[src/rtl/i2p_pkg.sv]
// Package with shared types, constants and a helper function for the integer-to-posit converter.
`timescale 1ns / 1ps

package i2p_pkg;

    // Width of the integer operand and of the posit result.
    localparam int unsigned DATA_W = 32;
    localparam int unsigned POS_W  = 5;
    localparam int unsigned K_W    = 3;

    // Encoding constants for a 32-bit posit with two exponent bits.
    localparam logic [DATA_W-1:0] MAG_LIMIT   = 32'd2147483135;
    localparam logic [DATA_W-1:0] NEG_LIMIT   = 32'h8000_0201;
    localparam logic [DATA_W-1:0] POS_SAT     = 32'h7FB0_0000;
    localparam logic [DATA_W-1:0] NEG_SAT     = 32'h8050_0000;
    localparam logic [DATA_W-1:0] REGIME_ALL  = 32'h7FFF_FFFF;
    localparam logic [DATA_W-1:0] REGIME_MASK = 32'h3FFF_FFFF;
    localparam logic [DATA_W-1:0] TOP_BIT     = 32'h8000_0000;
    localparam logic [DATA_W-1:0] GUARD_BASE  = 32'h0000_0008;

    // Special-case flags that travel with each request.
    typedef struct packed {
        logic neg;
        logic sat_pos;
        logic sat_neg;
        logic zero;
    } i2p_flags_t;

    // Normalized operand handed from the front end to the packing stages.
    typedef struct packed {
        logic               valid;
        i2p_flags_t         flags;
        logic [POS_W-1:0]   pos;
        logic [DATA_W-1:0]  frac;
    } i2p_norm_t;

    // Position of the leading one; the result for a zero word is not used.
    function automatic logic [POS_W-1:0] lead_one_pos(input logic [DATA_W-1:0] value);
        logic [POS_W-1:0] p;
        p = '0;
        for (int i = 0; i < DATA_W; i++)
        begin
            if (value[i])
            begin
                p = POS_W'(i);
            end
        end
        return p;
    endfunction

endpackage

[src/rtl/int32_to_posit32_convert_core.sv]
// Top level of the signed 32-bit integer to 32-bit posit (es = 2) converter.
`timescale 1ns / 1ps

// Usage:
//   A request is taken at a rising clock edge where start is high and busy is
//   low; int_value carries the signed integer to convert. busy is always low,
//   so a new request can be issued in every cycle.
//   Each request gives exactly one result: posit_bits is valid for one cycle,
//   marked by done, and results come out in request order.
//   Throughput is one request per cycle; the work is split into six register
//   stages (magnitude, leading-one search, normalizing shift, field packing,
//   rounding increment, sign and special-case select).
//   Reset clears all valid bits, so no result appears for requests that were
//   in flight when rst_n went low; no other state is kept.
//   The receiver cannot stall: every result must be taken in its done cycle.
//   Negative integers give the two's complement of the positive encoding;
//   magnitudes near 2^31 saturate to the encodings of plus and minus 2^31.

module int32_to_posit32_convert_core (
    input  logic                              clk,
    input  logic                              rst_n,
    input  logic                              start,
    output logic                              busy,
    input  logic signed [i2p_pkg::DATA_W-1:0] int_value,
    output logic                              done,
    output logic [i2p_pkg::DATA_W-1:0]        posit_bits
);

    i2p_pkg::i2p_norm_t norm;
    logic               accept;

    // The pipeline never stalls, so requests are always taken.
    assign busy   = 1'b0;
    assign accept = start && !busy;

    // Magnitude, leading-one search and normalization.
    i2p_normalize u_normalize (
        .clk       (clk),
        .rst_n     (rst_n),
        .in_valid  (accept),
        .int_value (int_value),
        .norm      (norm)
    );

    // Field packing, rounding and sign handling.
    i2p_pack_round u_pack_round (
        .clk        (clk),
        .rst_n      (rst_n),
        .norm       (norm),
        .done       (done),
        .posit_bits (posit_bits)
    );

endmodule

[src/rtl/i2p_normalize.sv]
// Front end: magnitude, special-case detection, leading-one search and normalizing shift.
`timescale 1ns / 1ps

module i2p_normalize (
    input  logic                          clk,
    input  logic                          rst_n,
    input  logic                          in_valid,
    input  logic signed [i2p_pkg::DATA_W-1:0] int_value,
    output i2p_pkg::i2p_norm_t            norm
);

    logic [i2p_pkg::DATA_W-1:0] x;
    logic                       x_neg;

    // Stage 1 registers.
    logic                       v1_reg;
    i2p_pkg::i2p_flags_t        flags1_reg;
    i2p_pkg::i2p_flags_t        flags1_next;
    logic [i2p_pkg::DATA_W-1:0] mag1_reg;
    logic [i2p_pkg::DATA_W-1:0] mag1_next;

    // Stage 2 registers.
    logic                       v2_reg;
    i2p_pkg::i2p_flags_t        flags2_reg;
    logic [i2p_pkg::DATA_W-1:0] mag2_reg;
    logic [i2p_pkg::POS_W-1:0]  pos2_reg;
    logic [i2p_pkg::POS_W-1:0]  pos2_next;

    // Stage 3 registers.
    logic                       v3_reg;
    i2p_pkg::i2p_flags_t        flags3_reg;
    logic [i2p_pkg::POS_W-1:0]  pos3_reg;
    logic [i2p_pkg::DATA_W-1:0] frac3_reg;
    logic [i2p_pkg::DATA_W-1:0] frac3_next;

    // Stage 1: take the magnitude and classify the special cases.
    always_comb
    begin
        x                   = $unsigned(int_value);
        x_neg               = x[i2p_pkg::DATA_W-1];
        mag1_next           = x_neg ? (i2p_pkg::DATA_W'(0) - x) : x;
        flags1_next.neg     = x_neg;
        flags1_next.sat_neg = x_neg && (x < i2p_pkg::NEG_LIMIT);
        flags1_next.sat_pos = !x_neg && (x > i2p_pkg::MAG_LIMIT);
        flags1_next.zero    = (x == '0);
    end

    // Stage 2: find the leading one of the magnitude.
    assign pos2_next = i2p_pkg::lead_one_pos(mag1_reg);

    // Stage 3: shift the leading one up to the top bit.
    assign frac3_next = mag2_reg << (i2p_pkg::POS_W'(i2p_pkg::DATA_W - 1) - pos2_reg);

    // Valid bits of the three front stages.
    always_ff @(posedge clk or negedge rst_n)
    begin
        if (!rst_n)
        begin
            v1_reg <= 1'b0;
            v2_reg <= 1'b0;
            v3_reg <= 1'b0;
        end
        else
        begin
            v1_reg <= in_valid;
            v2_reg <= v1_reg;
            v3_reg <= v2_reg;
        end
    end

    // Payload registers of the three front stages.
    always_ff @(posedge clk)
    begin
        flags1_reg <= flags1_next;
        mag1_reg   <= mag1_next;
        flags2_reg <= flags1_reg;
        mag2_reg   <= mag1_reg;
        pos2_reg   <= pos2_next;
        flags3_reg <= flags2_reg;
        pos3_reg   <= pos2_reg;
        frac3_reg  <= frac3_next;
    end

    assign norm.valid = v3_reg;
    assign norm.flags = flags3_reg;
    assign norm.pos   = pos3_reg;
    assign norm.frac  = frac3_reg;

    // A request in stage 1 moves on to stage 2 without a gap.
    a_v1_to_v2: assert property (@(posedge clk) disable iff (!rst_n) v1_reg |=> v2_reg)
        else $error("stage 1 request did not reach stage 2");

    // The leading-one position points at a set bit of a nonzero magnitude.
    a_lead_one: assert property (@(posedge clk) disable iff (!rst_n)
        (v2_reg && (mag2_reg != '0)) |-> mag2_reg[pos2_reg])
        else $error("leading-one position does not point at a set bit");

    // A nonzero magnitude comes out with its top bit set after the shift.
    a_normalized: assert property (@(posedge clk) disable iff (!rst_n)
        (v3_reg && !flags3_reg.zero && !flags3_reg.sat_neg) |-> frac3_reg[i2p_pkg::DATA_W-1])
        else $error("normalized fraction lacks its leading one");

endmodule

[src/rtl/i2p_pack_round.sv]
// Back end: regime and exponent packing, round to nearest even, sign and special-case select.
`timescale 1ns / 1ps

module i2p_pack_round (
    input  logic                          clk,
    input  logic                          rst_n,
    input  i2p_pkg::i2p_norm_t            norm,
    output logic                          done,
    output logic [i2p_pkg::DATA_W-1:0]    posit_bits
);

    logic [i2p_pkg::K_W-1:0]    k;
    logic [i2p_pkg::DATA_W-1:0] expo;
    logic [i2p_pkg::DATA_W-1:0] regime;
    logic [i2p_pkg::DATA_W-1:0] frac_low;
    logic [i2p_pkg::DATA_W-1:0] guard;

    // Stage 4 registers.
    logic                       v4_reg;
    i2p_pkg::i2p_flags_t        flags4_reg;
    logic [i2p_pkg::DATA_W-1:0] bits4_reg;
    logic [i2p_pkg::DATA_W-1:0] bits4_next;
    logic                       rnd4_reg;
    logic                       rnd4_next;

    // Stage 5 registers.
    logic                       v5_reg;
    i2p_pkg::i2p_flags_t        flags5_reg;
    logic [i2p_pkg::DATA_W-1:0] sum5_reg;
    logic [i2p_pkg::DATA_W-1:0] sum5_next;

    // Stage 6 (output) registers.
    logic                       done_reg;
    logic [i2p_pkg::DATA_W-1:0] posit_bits_reg;
    logic [i2p_pkg::DATA_W-1:0] posit_bits_next;

    // Stage 4: build the regime, exponent and fraction fields and the round decision.
    always_comb
    begin
        k          = norm.pos[i2p_pkg::POS_W-1 -: i2p_pkg::K_W];
        expo       = {{(i2p_pkg::DATA_W-2){1'b0}}, norm.pos[1:0]}
                     << (i2p_pkg::POS_W'(27) - i2p_pkg::POS_W'(k));
        regime     = i2p_pkg::REGIME_ALL ^ (i2p_pkg::REGIME_MASK >> k);
        frac_low   = norm.frac & ~i2p_pkg::TOP_BIT;
        bits4_next = regime | expo | (frac_low >> (i2p_pkg::POS_W'(k) + i2p_pkg::POS_W'(4)));
        guard      = i2p_pkg::GUARD_BASE << k;
        rnd4_next  = ((guard & frac_low) != '0)
                     && ((((guard - i2p_pkg::DATA_W'(1)) & frac_low) != '0)
                         || (((guard << 1) & frac_low) != '0));
    end

    // Stage 5: apply the rounding increment.
    assign sum5_next = bits4_reg + i2p_pkg::DATA_W'(rnd4_reg);

    // Stage 6: select the special cases and apply the sign.
    always_comb
    begin
        if (flags5_reg.sat_neg)
        begin
            posit_bits_next = i2p_pkg::NEG_SAT;
        end
        else if (flags5_reg.sat_pos)
        begin
            posit_bits_next = i2p_pkg::POS_SAT;
        end
        else if (flags5_reg.zero)
        begin
            posit_bits_next = '0;
        end
        else if (flags5_reg.neg)
        begin
            posit_bits_next = i2p_pkg::DATA_W'(0) - sum5_reg;
        end
        else
        begin
            posit_bits_next = sum5_reg;
        end
    end

    // Valid bits of the back stages.
    always_ff @(posedge clk or negedge rst_n)
    begin
        if (!rst_n)
        begin
            v4_reg   <= 1'b0;
            v5_reg   <= 1'b0;
            done_reg <= 1'b0;
        end
        else
        begin
            v4_reg   <= norm.valid;
            v5_reg   <= v4_reg;
            done_reg <= v5_reg;
        end
    end

    // Payload registers of the back stages.
    always_ff @(posedge clk)
    begin
        flags4_reg     <= norm.flags;
        bits4_reg      <= bits4_next;
        rnd4_reg       <= rnd4_next;
        flags5_reg     <= flags4_reg;
        sum5_reg       <= sum5_next;
        posit_bits_reg <= posit_bits_next;
    end

    assign done       = done_reg;
    assign posit_bits = posit_bits_reg;

    // A request in the packing stage always produces a result, through stage 5 and the output register.
    a_v4_to_done: assert property (@(posedge clk) disable iff (!rst_n) v4_reg |=> ##1 done_reg)
        else $error("packed request did not produce a result");

    // The two saturation cases never apply to the same request.
    a_sat_excl: assert property (@(posedge clk) disable iff (!rst_n)
        v5_reg |-> !(flags5_reg.sat_pos && flags5_reg.sat_neg))
        else $error("both saturation flags set");

    // A positive, non-saturated result never has its sign bit set.
    a_pos_sign: assert property (@(posedge clk) disable iff (!rst_n)
        (v5_reg && !flags5_reg.neg) |=> !posit_bits_reg[i2p_pkg::DATA_W-1])
        else $error("positive input gave a negative posit");

endmodule

[config.mk]
export PLATFORM = sky130hd
export DESIGN_NAME = int32_to_posit32_convert_core
export DESIGN_NICKNAME = d
export VERILOG_FILES = /design/src/rtl/i2p_pkg.sv /design/src/rtl/int32_to_posit32_convert_core.sv /design/src/rtl/i2p_normalize.sv /design/src/rtl/i2p_pack_round.sv
export SDC_FILE = /design/constraint.sdc
export NUM_CORES = 1
export LEC_CHECK = 0
export ABC_CLOCK_PERIOD_IN_PS = 4910
export BUFFER_PORTS_ARGS = -buffer_cell sky130_fd_sc_hd__buf_2
export CAP_MARGIN = 20
export CORE_ASPECT_RATIO = 0.5
export CORE_MARGIN = 8
export CORE_UTILIZATION = 45
export CTS_CLUSTER_SIZE = 8
export DETAILED_ROUTE_END_ITERATION = 10
export GPL_ROUTABILITY_DRIVEN = 0
export HOLD_SLACK_MARGIN = 0.05
export PLACE_DENSITY = 0.74
export SLEW_MARGIN = 20
export SYNTH_ARGS = -nofsm -noshare
export SYNTH_HDL_FRONTEND = slang
export SYNTH_SLANG_ARGS = --single-unit
[constraint.sdc]
create_clock -name clk -period 4.91 [get_ports clk]
set_input_delay 0.2455 -clock clk [delete_from_list [all_inputs] [get_ports clk]]
set_output_delay 0.2455 -clock clk [all_outputs]
set_load 0.03 [all_outputs]
==> out/metrics.cfg, run 1 <==
[run_status]
status = finished, final reports clean

[synth]
synth_top_area_share_pct = 45.3
synthTopCellsByArea = dfxtp_1 (45%), mux4_2 (9.7%), xnor2_1 (4.4%)
synth_xor_area_share_pct = 7.48
synth_ff_type = dfxtp_1
synth_compound_area_share_pct = 11.2
yosys_register_bits = 226
synth_top_family_by_area = multiplexers
synthAdderAreaFrac_pct = 0.644
yosys.area_share.simple_pct = 14.6
synthCells = 943
synth.area.mux_share_pct = 16.3
yosys_warnings = 0
async_flop_share_pct = 2.65
synth_largest_area_cell = dfxtp_1
synth_enable_flop_cells = 0
ys_seq_area_share_pct = 46.8
synth.avg_cell_area_um2 = 10.3
ys_types = 62
syn_area_um2 = 9720

[worst_setup_path]
critical_path_required_ns = 5.27
critPathLaunchType = flip-flop
worstPathMaxFanout = 13
arrival_ns = 2.73
critical_path_class = flip-flop to flip-flop
endpoint_kind = flip-flop

[pwr]
total_power_mw = 5.73
ir_drop_v = 0.000220
p_leak_nw = 4.52
pwr_density_cell_nw_per_um2 = 498

[cts]
cts_tree = built
clockRootBuffer = clkbuf_16
cts.clk_slew.worst_paths_ns = 0.05
htree_levels = 2
cts-resized-gates = 0
cts.sinks = 226
worstSkewPairLatency_ns = 0.49
clockBufferDepth = 3
cts-buffers-inserted = 34

[layout]
fin_util_pct = 53.6
nets = 1076
finalNonFillerCells = 1340
syn2layout_area_growth_pct = 18.2
fillers = 1843
stdcell_area_um2 = 11500
register_area_um2 = 4560
antennaDiodeCount = 0
drive_gt1_share_pct = 19.5
multi_input_area_um2 = 4900

[placement]
io_buffers = 67
place_area_um2 = 10300
dp_cells = 1270
post-place-ws_ns = 2.49
dp_hpwl_um = 14900

[sta]
fmax_ghz = 0.423
slew_headroom_pct = 43.9
worst_pin_slew_ns = 0.840
fin_crit_sh_pct = 48.1
finalSetupViolCount = 0
fin_crit_ns = 2.36
setup_tns_ns = 0
maxSlewViolCount = 0
skew_ns = 0.0128
holdWs_ns = 0.0620
hold_viol = 0
rsz0062_at_grt = no
fin_ws_ns = 2.55

[drt]
wl_per_cell_um = 15.8
antenna_left = 0
drtIter0Drc = 454
drt-total-wl_um = 21100
vias = 7415
avgViaCountPerCell = 5.53
dr.pass1.iters = 6
drc = 0

[die]
fp-row-count = 38
io_pins = 69
start_util_pct = 45.3
die_h_um = 120
core_um2 = 21400
die-area_um2 = 26800
die_w_um = 224

[job]
max_cap_violations = 0

[global_route]
grt_overflow_total = 0
grt_start_max_net_pins = 42
grt_pass1_vias = 7261
grt_usage_pct = 15.2
grt_pass1_wl_um = 35000
antenna_found_initial = 0

[hold_path]
min_path_type = primary input to flip-flop

-- per-layer routing --
metal | global-route usage, % | share of wire, % | wire length, um | vias to the layer above
li1 | - | - | - | 3610
met1 | 20.2 | 46 | 9750 | 3468
met2 | 24.5 | 45 | 9490 | 286
met3 | 3.41 | 6.7 | 1410 | 51
met4 | 4.87 | 2.2 | 466 | 0
met5 | 0 | 0 | 0 | -
-- worst paths after layout --
kind | from | end | slack, ns | cells after the start
min in group asynchronous | rst_n | u_normalize.v2_reg$_DFF_PN0_ | 0.11 | 2
max reg2reg | u_pack_round.sum5_reg[12]$_DFF_P_ | u_pack_round.posit_bits[20]$_SDFF_PP1_ | 2.55 | 5
min | int_value[7] | u_normalize.mag1_reg[7]$_DFF_P_ | 0.06 | 2
max | u_pack_round.sum5_reg[12]$_DFF_P_ | u_pack_round.posit_bits[20]$_SDFF_PP1_ | 2.55 | 5
min reg2reg | u_normalize.norm[38]$_DFF_P_ | u_pack_round.flags4_reg[1]$_DFF_P_ | 0.32 | 0
max in group asynchronous | rst_n | u_pack_round.v4_reg$_DFF_PN0_ | 4.67 | 2
-- cells in the mapped netlist, types with 3 or more instances --
library cell,n
dfxtp_1,220
nor2_1,90
nand2_1,70
o21ai_0,50
xnor2_1,49
mux4_2,42
xor2_1,34
clkbuf_1,32
mux2_2,32
a21oi_1,30
mux2i_1,28
inv_1,24
nor3_1,24
o31ai_1,22
nand3_1,21
nand4_1,16
nor4_1,11
or3_1,10
buf_1,8
o41ai_1,8
or4_1,8
a211oi_1,7
nand2b_1,7
a31oi_1,6
and3_1,6
dfrtp_1,6
o221ai_1,6
ha_1,5
o22ai_1,5
a221oi_1,4
and2_1,4
buf_2,4
nor2b_1,4
o21bai_1,4
o41ai_2,4
or2_2,4
a211o_1,3
and4_1,3
-- report_power, final --
part           switching (mW)  internal (mW)  total [mW]
registers               0.299           2.21        2.51
logic                   0.678          0.564        1.24
clock network           0.743           1.23        1.97
-- what timing repair did --
action,4_1_cts,5_1_grt
hold buffers,30,0
buffers inserted,0,0
hold endpoints to repair,36,0
-- final cells by class --
type / count / share of cell area [%]
Inverter: 26 / 0.849
Clock inverter: 4 / 0.370
Multi-Input combinational cell: 647 / 42.6
Sequential cell: 226 / 39.7
Timing Repair Buffer: 101 / 5.79
Clock buffer: 36 / 7.47
Tap cell: 300 / 3.27
-- logic make-up after synthesis --
kind of cell,Yosys count
mux,102
flops,226
fa+ha+maj,5
simple gates,291
compound gates,164
buf+inv,71
other cells,1
xor+xnor,83
-- worst max-delay path, cell delays in order (launching register included) --
cell	delay, ns
dfxtp_1	0.33
or4_1	0.74
nand3b_1	0.36
o41ai_1	0.51
xor2_1	0.20
o21ai_0	0.10
-- layout by cell type, fill, tap and decap left out, types with 6 or more instances in the layout --
master / n
nor4_1: 11
mux2_2: 32
xnor2_1: 49
nor3_1: 24
a21oi_1: 30
nand2b_1: 7
nand4_1: 16
or4_1: 8
o41ai_1: 8
mux2i_1: 28
mux4_2: 42
o221ai_1: 6
dlygate4sd3_1: 30
nor2_1: 90
dfxtp_1: 219
a31oi_1: 6
and3_1: 6
xor2_1: 34
a211oi_1: 7
inv_1: 24
clkbuf_16: 34
o21ai_0: 50
o31ai_1: 22
dfrtp_1: 6
nand2_1: 70
or3_1: 10
nand3_1: 21
buf_2: 67
Note: power is estimated with default switching activity, not from simulation.
==> run 2: changes to the inputs <==
--- a/config.mk
+++ b/config.mk
@@ -5,7 +5,8 @@
 export SDC_FILE = /design/constraint.sdc
 export NUM_CORES = 1
 export LEC_CHECK = 0
-export ABC_CLOCK_PERIOD_IN_PS = 4910
+export ABC_AREA = 1
+export ABC_CLOCK_PERIOD_IN_PS = 2100
 export BUFFER_PORTS_ARGS = -buffer_cell sky130_fd_sc_hd__buf_2
 export CAP_MARGIN = 20
 export CORE_ASPECT_RATIO = 0.5
@@ -15,7 +16,7 @@
 export DETAILED_ROUTE_END_ITERATION = 10
 export GPL_ROUTABILITY_DRIVEN = 0
 export HOLD_SLACK_MARGIN = 0.05
-export PLACE_DENSITY = 0.74
+export PLACE_DENSITY = 0.77
 export SLEW_MARGIN = 20
 export SYNTH_ARGS = -nofsm -noshare
 export SYNTH_HDL_FRONTEND = slang
==> constraint.sdc (replaced) <==
create_clock -name clk -period 2.1 [get_ports clk]
set_input_delay 0.105 -clock clk [delete_from_list [all_inputs] [get_ports clk]]
set_output_delay 0.105 -clock clk [all_outputs]
set_load 0.03 [all_outputs]
==> run 2 against run 1 <==
Net effect:
- the run now ends with setup timing left
- sequential share of layout area shrank 4.3 points
- fmax shrank 2.7%
- largest cell class unchanged
- via count grew 25%
- critical path type unchanged
- design area grew 12%
- clock power grew 140%
- core utilization grew 6.3 points
- combinational power grew to 2.6 times the previous value
==> out/metrics.cfg, run 2 <==
[sta]
skew_ns = 0.0120  ; was 0.0128 ns
worst_pin_slew_ns = 0.673  ; was 0.840 ns
finalSetupViolCount = 26  ; was 0
hold_viol = 0  ; unchanged
maxSlewViolCount = 0  ; unchanged
fin_crit_sh_pct = 116  ; was 48.1%
fin_ws_ns = -0.330  ; was 2.55 ns
fmax_ghz = 0.412  ; was 0.423 GHz
fin_crit_ns = 2.43  ; was 2.36 ns
rsz0062_at_grt = yes  ; was no
slew_headroom_pct = 55.1  ; was 43.9%

[run_status]
status = finished, violations left  ; was finished, final reports clean
violations = setup timing

[synth]
synth_xor_area_share_pct = 4.93  ; was 7.48%
ys_seq_area_share_pct = 46.6  ; was 46.8%
synth_top_family_by_area = simple AND/OR/NAND/NOR gates  ; was multiplexers
syn_area_um2 = 9780  ; was 9720 um^2
yosys.area_share.simple_pct = 26.5  ; was 14.6%
synthTopCellsByArea = dfxtp_1 (45%), nand2_1 (11%), o21ai_0 (7.3%)  ; was dfxtp_1 (45%), mux4_2 (9.7%), xnor2_1 (4.4%)
yosys_warnings = 0  ; unchanged
synthCells = 1293  ; was 943
synth_most_common_cell = nand2_1  ; was dfxtp_1
synth.avg_cell_area_um2 = 7.56  ; was 10.3 um^2
synth_largest_area_cell = dfxtp_1  ; unchanged
synth_compound_area_share_pct = 13.3  ; was 11.2%
synth.area.mux_share_pct = 0.921  ; was 16.3%
synth_enable_flop_cells = 0  ; unchanged
synthAdderAreaFrac_pct = 0.640  ; was 0.644%
ys_top_cells_by_count = nand2_1 (286), dfxtp_1 (220), o21ai_0 (142)  ; was dfxtp_1 (220), nor2_1 (90), nand2_1 (70)
yosys_register_bits = 226  ; unchanged
synth_ff_type = dfxtp_1  ; unchanged
async_flop_share_pct = 2.65  ; unchanged
ys_types = 52  ; was 62
synth_top_area_share_pct = 45.0  ; was 45.3%

[cts]
cts.sinks = 226  ; unchanged
htree_levels = 2  ; unchanged
clockBufferDepth = 3  ; unchanged
clockRootBuffer = clkbuf_16  ; unchanged
cts-buffers-inserted = 34  ; unchanged
cts.clk_slew.worst_paths_ns = 0.05  ; about the same
worstSkewPairLatency_ns = 0.48  ; was 0.49 ns
cts_tree = built  ; unchanged

[layout]
fillers = 1829  ; was 1843
syn2layout_area_growth_pct = 31.7  ; was 18.2%
drive_gt1_share_pct = 21.1  ; was 19.5%
layout_common_cells = nand2_1 (281), dfxtp_1 (215), o21ai_0 (136), inv_1 (117), buf_4 (111)  ; was dfxtp_1 (219), nor2_1 (90), nand2_1 (70), buf_2 (67), o21ai_0 (50)
antennaDiodeCount = 0  ; unchanged
final_common_cell = nand2_1  ; was dfxtp_1
nets = 1546  ; was 1076

[job]
max_cap_violations = 0  ; unchanged

[die]
start_util_pct = 45.5  ; was 45.3%
fp-row-count = 38  ; unchanged
die_h_um = 120  ; about the same
io_pins = 69  ; unchanged
core_um2 = 21500  ; was 21400 um^2
die-area_um2 = 27000  ; was 26800 um^2
die_w_um = 224  ; about the same

[pwr]
ir_drop_v = 0.000574  ; was 0.000220 V
total_power_mw = 13.6  ; was 5.73 mW
pwr_density_cell_nw_per_um2 = 1050  ; was 498 nW/um^2
p_leak_nw = 5.96  ; was 4.52 nW

[global_route]
grt_pass1_vias = 9002  ; was 7261
antenna_found_initial = 0  ; unchanged
grt_overflow_total = 0  ; unchanged
grt_usage_pct = 17.6  ; was 15.2%
grt_pass1_wl_um = 40800  ; was 35000 um
grt_start_max_net_pins = 35  ; was 42

[placement]
post-place-ws_ns = -0.318  ; was 2.49 ns
dp_hpwl_um = 16400  ; was 14900 um
io_buffers = 67  ; unchanged

[worst_setup_path]
worstPathMaxFanout = 3  ; was 13
endpoint_kind = flip-flop  ; unchanged
critical_path_required_ns = 2.51  ; was 5.27 ns
critical_path_class = flip-flop to flip-flop  ; unchanged
critPathLaunchType = flip-flop  ; unchanged
arrival_ns = 2.84  ; was 2.73 ns

[drt]
antenna_left = 0  ; unchanged
dr.pass1.iters = 5  ; was 6
wl_per_cell_um = 13.8  ; was 15.8 um
vias = 9241  ; was 7415
drc = 0  ; unchanged
drtIter0Drc = 533  ; was 454
avgViaCountPerCell = 5.11  ; was 5.53
drt-total-wl_um = 25000  ; was 21100 um

[hold_path]
min_path_type = primary input to flip-flop  ; unchanged

[run 2: per-stage QoR]
step                hold WS [ns]  area, um^2  TNS, ns  cells  utilization (%)
CTS                       0.0540       12600    -1.58   1802             58.8
global route              0.0937       12900    -9.84   1809             59.9
global placement         -0.0748       10800   -0.906   1674             50.3
detailed placement       -0.0675       10800    -3.01   1674             50.3
floorplan                 -0.191        9800   -0.279   1294                -
finish                    0.0813       12900    -4.96   1809             59.9
[run 2: worst paths after layout]
check / slack (ns) / cells past startpoint / from / endpoint
max: -0.33 / 17 / u_pack_round.sum5_reg[0]$_DFF_P_ / u_pack_round.posit_bits[30]$_SDFF_PP0_
min: 0.08 / 5 / int_value[0] / u_normalize.mag1_reg[1]$_DFF_P_
max reg2reg: -0.33 / 17 / u_pack_round.sum5_reg[0]$_DFF_P_ / u_pack_round.posit_bits[30]$_SDFF_PP0_
min reg2reg: 0.33 / 0 / u_normalize.flags1_reg[2]$_DFF_P_ / u_normalize.flags2_reg[2]$_DFF_P_
max in group asynchronous: 1.33 / 3 / rst_n / u_normalize.v2_reg$_DFF_PN0_
min in group asynchronous: 0.56 / 3 / rst_n / u_pack_round.v4_reg$_DFF_PN0_
[run 2: logic make-up (layout without fill, tap and decap cells)]
| kind of cell | Yosys count | in the layout |
|---|---|---|
| AOI/OAI and AO/OA | 239 | 239 |
| adders and majority gates | 5 | 5 |
| buffers and inverters | 184 | 399 |
| xor gates and xnor gates | 55 | 55 |
| muxes | 9 | 9 |
| DFF | 226 | 226 |
| other | 1 | 2 |
| and+or+nand+nor | 574 | 574 |
[run 2: where the power goes]
part           leakage (nW)  total [mW]  internal, mW  switching, mW
logic                  3.61        3.23          1.25           1.98
clock network         0.442        4.64          2.93           1.71
registers              1.91        5.72          5.11          0.611
total                  5.96        13.6          9.29           4.30
[run 2: worst max-delay path: stages (launching register included)]
cell	delay, ns
dfxtp_2	0.33
inv_2	0.08
ha_4	0.15
nand2_4	0.06
nor3_4	0.15
nand3_2	0.14
nor3_4	0.18
nand2_2	0.11
nor2_4	0.11
inv_2	0.06
nor2_4	0.11
nand4_4	0.12
nor3_4	0.15
and2_4	0.19
a31oi_2	0.09
a21oi_1	0.13
o21ai_1	0.07
a21oi_1	0.12
[run 2: layer usage]
metal	part of all wire, %	GRT usage [%]	up-vias
met2	47	30.0	318
met5	0	0	-
met1	45	21.7	4186
li1	-	-	4657
met3	5.6	3.41	80
met4	3.2	7.44	0
[run 2: final cells by class]
class                   count  area (um^2)  area share (%)
multi-input cells         884         4830            37.5
flip-flops and latches    226         4560            35.4
repair buffers            231         1730            13.4
clock buffers              37          883            6.86
inverters                 129          490            3.81
well taps                 300          375            2.91
clock inverters             2         17.5           0.136
[run 2: repair_timing]
| action | 4_1_cts | 5_1_grt |
|---|---|---|
| endpoints found under the hold margin | 42 | 0 |
| pin swaps | 16 | 12 |
| gates resized for setup | 39 | 48 |
| endpoints found under the setup margin | 20 | 45 |
| hold buffers | 37 | 0 |
| buffers inserted | 53 | 16 |
==> run 3: changes to the inputs <==
--- a/config.mk
+++ b/config.mk
@@ -11,12 +11,12 @@
 export CAP_MARGIN = 20
 export CORE_ASPECT_RATIO = 0.5
 export CORE_MARGIN = 8
-export CORE_UTILIZATION = 45
+export CORE_UTILIZATION = 54
 export CTS_CLUSTER_SIZE = 8
 export DETAILED_ROUTE_END_ITERATION = 10
 export GPL_ROUTABILITY_DRIVEN = 0
 export HOLD_SLACK_MARGIN = 0.05
-export PLACE_DENSITY = 0.77
+export PLACE_DENSITY = 0.87
 export SLEW_MARGIN = 20
 export SYNTH_ARGS = -nofsm -noshare
 export SYNTH_HDL_FRONTEND = slang
==> run 3 against run 2 <==
Net effect:
- routed wire length rose by 19%
- largest cell class unchanged
- critical path depth is 3 lower
- combinational power increased by 6%
- fmax shrank 7.2%
- critical endpoint is now u_pack_round.sum5_reg[28]$_DFF_P_
- first-iteration DRC count up 39%
- worst hold slack improved by 0.042 ns
- highest routed layer unchanged
- the flow still finishes with violations (setup timing)
- clock skew decreased by 0.0013 ns
==> out/metrics.cfg, run 3 (synthesized netlist as in run 2, its figures left out) <==
[sta]
fin_crit_sh_pct = 125  ; was 116%
fin_ws_ns = -0.519  ; was -0.330 ns
hold_viol = 0  ; unchanged
finalSetupViolCount = 32  ; was 26
fmax_ghz = 0.382  ; was 0.412 GHz
worst_pin_slew_ns = 0.766  ; was 0.673 ns
slew_headroom_pct = 48.5  ; was 55.1%
maxSlewViolCount = 0  ; unchanged
rsz0062_at_grt = yes  ; unchanged
skew_ns = 0.0107  ; was 0.0120 ns
fin_crit_ns = 2.62  ; was 2.43 ns

[die]
die_w_um = 206  ; was 224 um
start_util_pct = 55.7  ; was 45.5%
die_h_um = 111  ; was 120 um
fp-row-count = 34  ; was 38
core_um2 = 17600  ; was 21500 um^2
die-area_um2 = 22900  ; was 27000 um^2
io_pins = 69  ; unchanged

[pwr]
ir_drop_v = 0.000521  ; was 0.000574 V
p_leak_nw = 6.07  ; was 5.96 nW
p_seq_share_pct = 41.1  ; was 42.1%
total_power_mw = 14.0  ; was 13.6 mW
p_int_mw = 9.44  ; was 9.29 mW
pwr_density_cell_nw_per_um2 = 1080  ; was 1050 nW/um^2
comb_power_share_pct = 24.4  ; was 23.8%
clock_power_share_pct = 34.5  ; was 34.1%
netSwitchingFraction_pct = 32.8  ; was 31.7%
netSwitchingPower_mw = 4.60  ; was 4.30 mW

[job]
max_cap_violations = 0  ; unchanged

[cts]
clockRootBuffer = clkbuf_16  ; unchanged
worstSkewPairLatency_ns = 0.48  ; about the same
clockBufferDepth = 3  ; unchanged
cts.clk_slew.worst_paths_ns = 0.05  ; about the same
cts_tree = built  ; unchanged
htree_levels = 2  ; unchanged
cts.sinks = 226  ; unchanged
cts-buffers-inserted = 34  ; unchanged

[drt]
avgViaCountPerCell = 5.69  ; was 5.11
drt-total-wl_um = 29800  ; was 25000 um
wl_per_cell_um = 17.1  ; was 13.8 um
antenna_left = 0  ; unchanged
drc = 0  ; unchanged
drtIter0Drc = 740  ; was 533
vias = 9912  ; was 9241
dr.pass1.iters = 7  ; was 5

[layout]
fillers = 1144  ; was 1829
layout_common_cells = nand2_1 (268), dfxtp_1 (215), o21ai_0 (131), inv_1 (116), buf_4 (105)  ; was nand2_1 (281), dfxtp_1 (215), o21ai_0 (136), inv_1 (117), buf_4 (111)
drive_gt1_share_pct = 23.7  ; was 21.1%
finalNonFillerCells = 1743  ; was 1809
final_common_cell = nand2_1  ; unchanged
fin_util_pct = 74.1  ; was 59.9%
syn2layout_area_growth_pct = 33.1  ; was 31.7%
nets = 1544  ; was 1546

[global_route]
grt_usage_pct = 23.8  ; was 17.6%
grt_pass1_wl_um = 45900  ; was 40800 um
grt_start_max_net_pins = 35  ; unchanged
grt_overflow_total = 0  ; unchanged
grt_pass1_vias = 9688  ; was 9002
antenna_found_initial = 1  ; was 0

[placement]
io_buffers = 67  ; unchanged
dp_hpwl_um = 16800  ; was 16400 um
dp_cells = 1606  ; was 1674

[worst_setup_path]
critical_path_class = flip-flop to flip-flop  ; unchanged
critPathLaunchType = flip-flop  ; unchanged
arrival_ns = 2.98  ; was 2.84 ns
crit_slowest_cell = nor4b_4  ; was dfxtp_2
critical_path_required_ns = 2.46  ; was 2.51 ns
slowest_delay_ns = 0.41  ; was 0.33 ns
endpoint_kind = flip-flop  ; unchanged
crit_chain = ha_4 > ha_4 > nand3_4 > nor2_4 > nand3_2 > inv_2 > nand4_1 > nor4b_4 > nand2_2 > nor2_2 > nand4_1 > inv_1 > nand4_1 > xnor2_1  ; was inv_2 > ha_4 > nand2_4 > nor3_4 > nand3_2 > nor3_4 > nand2_2 > nor2_4 > inv_2 > nor2_4 > nand4_4 > nor3_4 > and2_4 > a31oi_2 > a21oi_1 > o21ai_1 > a21oi_1
cpMostUsedCell = nand4_1  ; was nor3_4
worstPathMaxFanout = 2  ; was 3

[run_status]
status = finished, violations left  ; unchanged
violations = setup timing  ; unchanged

[hold_path]
min_path_type = primary input to flip-flop  ; unchanged

[run 3: changes by cell type in the layout (fill, tap and decap cells not counted), moves of 4 or more]
cell / change
nand2_1: -13
nand2_2: +11
nand3_2: +9
a21oi_1: -8
a21oi_2: +8
nand3_1: -8
buf_4: -6
o21ai_0: -5
o21ai_1: +5
nor2_1: -4
nor2_2: +4
nor3_1: -4
[run 3: repair_timing]
action,4_1_cts,5_1_grt
hold buffers,40,1
gates cloned,0,0
endpoints found under the setup margin,26,56
pin swaps,20,30
hold endpoints to repair,42,1
gates resized for setup,56,84
setup buffers,57,29
[run 3: cell type report]
cell class	count	area (um^2)	area share (%)
Clock inverter	1	8.76	0.0673
Clock buffer	39	933	7.17
Timing Repair Buffer	229	1730	13.3
Inverter	129	487	3.74
Multi-Input combinational cell	884	5010	38.5
Sequential cell	226	4560	35.0
Tap cell	234	293	2.25
Antenna cell	1	2.50	0.0192
[run 3: critical path, delay by kind of cell (launching register included)]
family | cells | cell delay (ns)
xor+xnor | 1 | 0.16
buf+inv | 2 | 0.21
fa+ha+maj | 2 | 0.30
simple gates | 9 | 1.47
flops | 1 | 0.35
[run 3: power by group through the flow]
stage                     logic [mW]  clock network (mW)  registers (mW)
after floorplan                 1.67                   0            5.89
after global routing            3.71                5.11            5.83
after CTS                       3.09                4.85            5.67
final                           3.42                4.85            5.78
after detailed placement        2.81                   0            5.70
after global placement          2.72                   0            5.65
[run 3: path summary, 6_finish.rpt]
path	startpoint	to	slack [ns]	depth (start not counted)
worst max-delay path	u_pack_round.rnd4_reg$_DFF_P_	u_pack_round.sum5_reg[28]$_DFF_P_	-0.52	14
worst min-delay path	int_value[2]	u_normalize.mag1_reg[4]$_DFF_P_	0.12	5
worst max register to register	u_pack_round.rnd4_reg$_DFF_P_	u_pack_round.sum5_reg[28]$_DFF_P_	-0.52	14
worst min register to register	u_normalize.flags2_reg[3]$_DFF_P_	u_normalize.norm[40]$_DFF_P_	0.32	0
max in group asynchronous	rst_n	u_normalize.v1_reg$_DFF_PN0_	1.35	3
min in group asynchronous	rst_n	u_pack_round.v4_reg$_DFF_PN0_	0.54	3
[run 3: metal layers]
metal | wire length, um | part of all wire, % | track usage (%) | vias to the layer above
li1 | - | - | - | 4654
met1 | 11600 | 39 | 26.5 | 4480
met2 | 14200 | 48 | 42.2 | 626
met3 | 2560 | 8.6 | 5.31 | 152
met4 | 1470 | 4.9 | 11.7 | 0
met5 | 0 | 0 | 0 | -
[run 3: per-stage QoR]
step,hold WS (ns),setup slack [ns],setup TNS (ns),instance area (um^2)
floorplan,-0.191,-0.0987,-0.279,9800
global placement,-0.0752,-0.125,-0.995,10700
detailed placement,-0.0702,-0.382,-4.44,10700
CTS,0.0846,-0.299,-5.89,12700
global route,0.148,-0.632,-14.53,13000
finish,0.123,-0.519,-10.53,13000
